==> src/design/ops_pkg.sv <==
`timescale 1ns / 1ps
`default_nettype none
// ----------------------------------------------------------------------------
// Orbit position stepper package
// Shared types, constants and the half-wave sine table for the stepper.
// ----------------------------------------------------------------------------
package ops_pkg;

  // Configuration register indexes
  localparam int CFG_IDX_W = 2;
  localparam logic [CFG_IDX_W-1:0] CFG_ORBIT_KIND = 2'd0;
  localparam logic [CFG_IDX_W-1:0] CFG_SPEED_FRAC = 2'd1;

  // Orbit set constants
  localparam logic [7:0] ANGLE_STEP_INNER = 8'h70;
  localparam logic [7:0] ANGLE_STEP_OUTER = 8'h60;
  localparam logic [7:0] RADIUS_INNER     = 8'h2C;
  localparam logic [7:0] RADIUS_OUTER     = 8'h18;
  localparam logic [4:0] PLACE_ANGLE      = 5'h18;
  localparam logic [4:0] QUARTER_TURN     = 5'd8;

  typedef enum logic {
    CMD_PLACE = 1'b0,
    CMD_STEP  = 1'b1
  } ops_cmd_t;

  // One input item
  typedef struct packed {
    ops_cmd_t   cmd;
    logic [7:0] parent_x;
    logic [7:0] parent_y;
    logic [7:0] offset_x;
    logic [7:0] offset_y;
    logic       maneuver;
  } ops_item_t;

  // Position and angle state
  typedef struct packed {
    logic [7:0] x_whole;
    logic [7:0] x_frac;
    logic [7:0] y_whole;
    logic [7:0] y_frac;
    logic [4:0] angle_int;
    logic [7:0] angle_frac;
  } ops_state_t;

  // Sixteen-entry sine table, one half turn
  function automatic logic [7:0] ops_sine(input logic [3:0] idx);
    logic [7:0] val;
    case (idx)
      4'd0:    val = 8'h00;
      4'd1:    val = 8'h18;
      4'd2:    val = 8'h30;
      4'd3:    val = 8'h47;
      4'd4:    val = 8'h5A;
      4'd5:    val = 8'h6A;
      4'd6:    val = 8'h76;
      4'd7:    val = 8'h7D;
      4'd8:    val = 8'h80;
      4'd9:    val = 8'h7D;
      4'd10:   val = 8'h76;
      4'd11:   val = 8'h6A;
      4'd12:   val = 8'h5A;
      4'd13:   val = 8'h47;
      4'd14:   val = 8'h30;
      4'd15:   val = 8'h18;
      default: val = 8'h00;
    endcase
    return val;
  endfunction

endpackage
`default_nettype wire

==> src/design/ops_datapath.sv <==
`timescale 1ns / 1ps
`default_nettype none
// ----------------------------------------------------------------------------
// Orbit stepper datapath
// Computes the next position and angle state from the current state and one
// place or step item.
// ----------------------------------------------------------------------------
module ops_datapath (
  input  wire ops_pkg::ops_state_t state_i,
  input  wire ops_pkg::ops_item_t  item_i,
  input  wire logic                orbit_kind,
  input  wire logic [7:0]          speed_frac,
  output ops_pkg::ops_state_t      state_o
);
  import ops_pkg::*;

  logic [12:0] angle_new;
  logic [4:0]  ang;
  logic [4:0]  ang_back;
  logic [7:0]  sin_x;
  logic [7:0]  sin_y;
  logic        x_six;
  logic        y_six;
  logic [5:0]  mul_x;
  logic [5:0]  mul_y;
  logic [13:0] delta_x;
  logic [13:0] delta_y;
  logic [15:0] pos_x;
  logic [15:0] pos_y;
  logic [15:0] next_x;
  logic [15:0] next_y;

  // Turn the angle; the borrow out of the fraction comes off the whole part
  assign angle_new = {state_i.angle_int, state_i.angle_frac}
                   - {5'd0, (orbit_kind ? ANGLE_STEP_OUTER : ANGLE_STEP_INNER)};
  assign ang       = angle_new[12:8];
  assign ang_back  = ang - QUARTER_TURN;

  // Look up sine for X and cosine (quarter turn ahead) for Y
  assign sin_x = ops_sine(ang[3:0]);
  assign sin_y = ops_sine({~ang[3], ang[2:0]});

  // Pick multiplier bit counts per orbit set and maneuver
  assign x_six = orbit_kind ? item_i.maneuver : 1'b1;
  assign y_six = orbit_kind ? item_i.maneuver : ~item_i.maneuver;
  assign mul_x = x_six ? sin_x[7:2] : {1'b0, sin_x[7:3]};
  assign mul_y = y_six ? sin_y[7:2] : {1'b0, sin_y[7:3]};

  assign delta_x = {6'd0, speed_frac} * {8'd0, mul_x};
  assign delta_y = {6'd0, speed_frac} * {8'd0, mul_y};

  // Follow the parent's travel, then move along the orbit
  assign pos_x  = {state_i.x_whole + item_i.offset_x, state_i.x_frac};
  assign pos_y  = {state_i.y_whole + item_i.offset_y, state_i.y_frac};
  assign next_x = ang[4] ? pos_x - {2'd0, delta_x} : pos_x + {2'd0, delta_x};
  assign next_y = ang_back[4] ? pos_y - {2'd0, delta_y} : pos_y + {2'd0, delta_y};

  // Select place or step result
  always_comb begin
    state_o = state_i;
    if (item_i.cmd == CMD_PLACE) begin
      state_o.x_whole   = item_i.parent_x;
      state_o.y_whole   = item_i.parent_y - (orbit_kind ? RADIUS_OUTER : RADIUS_INNER);
      state_o.angle_int = PLACE_ANGLE;
    end else begin
      state_o.x_whole    = next_x[15:8];
      state_o.x_frac     = next_x[7:0];
      state_o.y_whole    = next_y[15:8];
      state_o.y_frac     = next_y[7:0];
      state_o.angle_int  = ang;
      state_o.angle_frac = angle_new[7:0];
    end
  end

endmodule
`default_nettype wire

==> src/design/orbit_position_stepper_unit.sv <==
`timescale 1ns / 1ps
`default_nettype none
// ----------------------------------------------------------------------------
// Orbit position stepper
// Places an orbiting object relative to its parent and steps it around the
// orbit, one result per item.
// ----------------------------------------------------------------------------
// Each item is held in the input register and then moves into the state
// register, which is also the result register. out_valid rises when the item
// reaches the state register. A new item is taken every cycle while the
// result channel is not stalled; the sustained rate is then one item per
// clock, set by the combinational update of the position and angle state.
// With the result channel stalled the unit holds one further item in its
// input register. Configuration writes are always taken (cfg_ready is tied
// high); indexes beyond the two registers are ignored.
module orbit_position_stepper_unit (
  input  wire logic                          clk,
  input  wire logic                          rst_n,
  // input channel
  input  wire logic                          in_valid,
  output      logic                          in_ready,
  input  wire logic                          in_cmd,
  input  wire logic [7:0]                    in_parent_x,
  input  wire logic [7:0]                    in_parent_y,
  input  wire logic [7:0]                    in_offset_x,
  input  wire logic [7:0]                    in_offset_y,
  input  wire logic                          in_maneuver,
  // result channel
  output      logic                          out_valid,
  input  wire logic                          out_ready,
  output      logic [7:0]                    out_pos_x,
  output      logic [7:0]                    out_pos_y,
  output      logic [4:0]                    out_angle_whole,
  // configuration
  input  wire logic                          cfg_valid,
  output      logic                          cfg_ready,
  input  wire logic [ops_pkg::CFG_IDX_W-1:0] cfg_index,
  input  wire logic [7:0]                    cfg_data
);
  import ops_pkg::*;

  logic       orbit_kind_r;
  logic [7:0] speed_frac_r;
  logic       in_valid_r;
  ops_item_t  item_r;
  ops_item_t  item_in;
  ops_state_t state_r;
  ops_state_t state_nxt;
  logic       out_valid_r;
  logic       advance;

  assign cfg_ready = 1'b1;

  // Configuration registers
  always_ff @(posedge clk) begin
    if (!rst_n) begin
      orbit_kind_r <= 1'b0;
      speed_frac_r <= 8'd0;
    end else if (cfg_valid) begin
      if (cfg_index == CFG_ORBIT_KIND) begin
        orbit_kind_r <= cfg_data[0];
      end else if (cfg_index == CFG_SPEED_FRAC) begin
        speed_frac_r <= cfg_data;
      end
    end
  end

  // Advance the held item when the result register is free or being taken
  assign advance  = !out_valid_r || out_ready;
  assign in_ready = !in_valid_r || advance;

  assign item_in.cmd      = ops_cmd_t'(in_cmd);
  assign item_in.parent_x = in_parent_x;
  assign item_in.parent_y = in_parent_y;
  assign item_in.offset_x = in_offset_x;
  assign item_in.offset_y = in_offset_y;
  assign item_in.maneuver = in_maneuver;

  // Input register
  always_ff @(posedge clk) begin
    if (!rst_n) begin
      in_valid_r <= 1'b0;
    end else if (in_ready) begin
      in_valid_r <= in_valid;
    end
  end

  always_ff @(posedge clk) begin
    if (in_ready && in_valid) begin
      item_r <= item_in;
    end
  end

  ops_datapath u_datapath (
    .state_i    (state_r),
    .item_i     (item_r),
    .orbit_kind (orbit_kind_r),
    .speed_frac (speed_frac_r),
    .state_o    (state_nxt)
  );

  // State register doubles as the result register
  always_ff @(posedge clk) begin
    if (!rst_n) begin
      state_r     <= '0;
      out_valid_r <= 1'b0;
    end else if (advance) begin
      out_valid_r <= in_valid_r;
      if (in_valid_r) begin
        state_r <= state_nxt;
      end
    end
  end

  assign out_valid       = out_valid_r;
  assign out_pos_x       = state_r.x_whole;
  assign out_pos_y       = state_r.y_whole;
  assign out_angle_whole = state_r.angle_int;

endmodule
`default_nettype wire

==> config.mk <==
export PLATFORM = sky130hd
export DESIGN_NAME = orbit_position_stepper_unit
export DESIGN_NICKNAME = d
export VERILOG_FILES = /design/src/design/ops_pkg.sv /design/src/design/ops_datapath.sv /design/src/design/orbit_position_stepper_unit.sv
export SDC_FILE = /design/constraint.sdc
export NUM_CORES = 1
export LEC_CHECK = 0
export BUFFER_PORTS_ARGS = -buffer_cell sky130_fd_sc_hd__buf_2
export CAP_MARGIN = 20
export CORE_MARGIN = 1.5
export CORE_UTILIZATION = 63
export DETAILED_ROUTE_END_ITERATION = 12
export MAX_ROUTING_LAYER = met4
export PLACE_DENSITY = 0.85
export RECOVER_POWER = 25
export SETUP_SLACK_MARGIN = 0.15
export SLEW_MARGIN = 0
export SYNTH_ARGS = -nofsm -noshare
export SYNTH_HDL_FRONTEND = slang
export SYNTH_HIERARCHICAL = 1
export SYNTH_SLANG_ARGS = --single-unit
==> constraint.sdc <==
create_clock -name clk -period 10 [get_ports clk]
set_clock_uncertainty 0.2 [all_clocks]
set_input_delay 1.5 -clock clk [delete_from_list [all_inputs] [get_ports clk]]
set_output_delay 1.5 -clock clk [all_outputs]
set_load 0.02 [all_outputs]
==> results.json <==
{
  "grt_use_met3_pct": 3.49,
  "finalNetCount": 1388,
  "timing.final.crit_share_pct": 90.2,
  "cp-start-kind": "flip-flop",
  "cts_tree": "done",
  "p_per_area_nw_per_um2": 213,
  "r2r_cells": 37,
  "diodes": 0,
  "reg2reg_from": "orbit_kind_r",
  "dieWidth_um": 129,
  "clk_pin_slew_worst_paths_ns": 0.07,
  "synth_nets": 1360,
  "fp.dieH_um": 129,
  "io_pins": 73,
  "cts.htree.levels": 3,
  "fin_tns_setup_ns": 0,
  "rsz0062_at_grt": "no",
  "worst_slew_pin_slew_ns": 1.00,
  "place_congestion": 0.906,
  "grt_usage_pct": 28.3,
  "cts_buffers": 9,
  "antenna_found_initial": 0,
  "clock_latency_ns": 0.35,
  "viasPerCell": 5.79,
  "overflow": 0,
  "timing_hold_violations_final": 0,
  "peakVddDrop_mv": 0.176,
  "setup_viol_count_final": 0,
  "busiest_layer": "met2",
  "crit_fanout": 8,
  "dpl.hpwl_um": 16300,
  "cts.sink_count": 86,
  "fillers": 1212,
  "drc": 0,
  "slowest_stage": "fa_1",
  "r2r_setup_slack_ns": 0.98,
  "syn_avg_cell_area_um2": 8.67,
  "critPathArrivalTime_ns": 9.10,
  "worstSetupEndpoint": "out_pos_x[7]",
  "startpoint": "orbit_kind_r",
  "drt_iter0_drc": 681,
  "drive_gt1_share_pct": 11.7,
  "io_buffers": 71,
  "outcome": "complete, no violations",
  "timing.max_cap.violations": 0,
  "hold_path.class": "flip-flop to flip-flop",
  "slowest_delay_ns": 0.53,
  "r2r-end": "out_pos_x[7]",
  "grt_pass1_wl_um": 36700,
  "postLayoutCoreUtil_pct": 69.0,
  "ant_nets": 0,
  "use_met1_pct": 39.1,
  "clock_path_buffers": 2,
  "dr.pass1.iters": 5,
  "netlist_area_um2": 9990,
  "drv_slew": 0,
  "syn_to_final_growth_pct": 5.75,
  "wl_um": 21700,
  "min_period_ns": 9.02,
  "crit_path_end_kind": "flip-flop",
  "num_vias": 8089,
  "start_util_pct": 65.2,
  "synth.yosys.warnings": 6,
  "slew_headroom_pct": 33.3,
  "root_buffer": "clkbuf_16",
  "cp.required_ns": 10.08,
  "max_freq_ghz": 0.111,
  "fp.coreArea_um2": 15300,
  "p_leak_nw": 4.89,
  "grt_use_met2_pct": 44.7,
  "synthCells": 1152,
  "dieArea_um2": 16600,
  "cpMostUsedCell": "inv_1",
  "worstSetupPathType": "flip-flop to flip-flop",
  "num_rows": 45,
  "grt_max_degree": 102,
  "grt_pass1_vias": 7750,
  "wl_per_cell_um": 15.5
}
## where the power goes
part / internal [W] / switching, W
registers: 0.000403 / 0.0000354
logic: 0.000633 / 0.000823
clock network: 0.000198 / 0.000158
## layout by cell type (no fill, tap or decap), drive strengths merged, types with 13 or more instances in the layout
cell / instances
and2: 69
edfxtp: 34
xnor2: 63
buf: 75
xor2: 25
nor3: 19
dfxtp: 52
nor2: 70
mux2i: 54
nand3: 24
ha: 105
a21o: 13
nand2: 141
nor2b: 26
o21ai: 31
fa: 54
inv: 113
mux2: 20
a21oi: 60
## final cells by class
class                           instances  area [um^2]  area share, %
Clock buffer                            9          225           2.13
Clock inverter                          7         78.8          0.746
Inverter                              109          409           3.87
Multi-Input combinational cell        899         7130           67.5
Sequential cell                        86         2060           19.5
Tap cell                              211          264           2.50
Timing Repair Buffer                   75          388           3.67
## through the flow
step,area [um^2],hold slack [ns],instances,setup WS (ns),total power (W)
floorplan,9990,0.235,1152,1.90,0.00159
global placement,10200,0.242,1380,1.32,0.00180
detailed placement,10200,0.267,1380,0.963,0.00184
CTS,10600,0.280,1396,0.890,0.00222
global route,10600,0.296,1396,0.211,0.00242
finish,10600,0.280,1396,0.983,0.00225
## critical path: cells and delay by family, from the launching register on
kind	cells	cell delay, ns
AOI/OAI and AO/OA	10	2.05
xor gates and xnor gates	3	0.77
adders and majority gates	8	2.96
buffers and inverters	6	0.47
DFF	1	0.39
muxes	2	0.38
and+or+nand+nor	8	1.72
## how the worst min path moves through the flow
| stage | startpoint | end | slack [ns] | cells after the start |
|---|---|---|---|---|
| after floorplan | state_r[29] | state_r[29] | 0.23 | 2 |
| after global placement | state_r[29] | state_r[29] | 0.24 | 2 |
| after detailed placement | out_pos_y[2] | out_pos_y[2] | 0.27 | 2 |
| after CTS | state_r[29] | state_r[29] | 0.28 | 2 |
| after global routing | state_r[29] | state_r[29] | 0.30 | 2 |
| final | state_r[29] | state_r[29] | 0.28 | 2 |
## layer usage
layer	wire length (um)	part of all wire [%]	vias to the layer above
met5	0	0	-
met4	276	1.3	0
met3	1140	5.2	21
met2	10100	46	266
met1	10200	47	3846
li1	-	-	3956
## registers in the layout (all words and copies together), names as in the netlist
signal / count
out_pos_x: 8
in_valid_r: 1
out_pos_y: 8
state_r: 20
out_angle_whole: 5
item_r: 34
orbit_kind_r: 1
speed_frac_r: 8
out_valid: 1
## what timing repair did
item,CTS,global route
resized for setup,0,1
hold buffers,0,0
buffers inserted,0,0
endpoints found under the setup margin,0,6
Power figures use the tool's default switching activity.
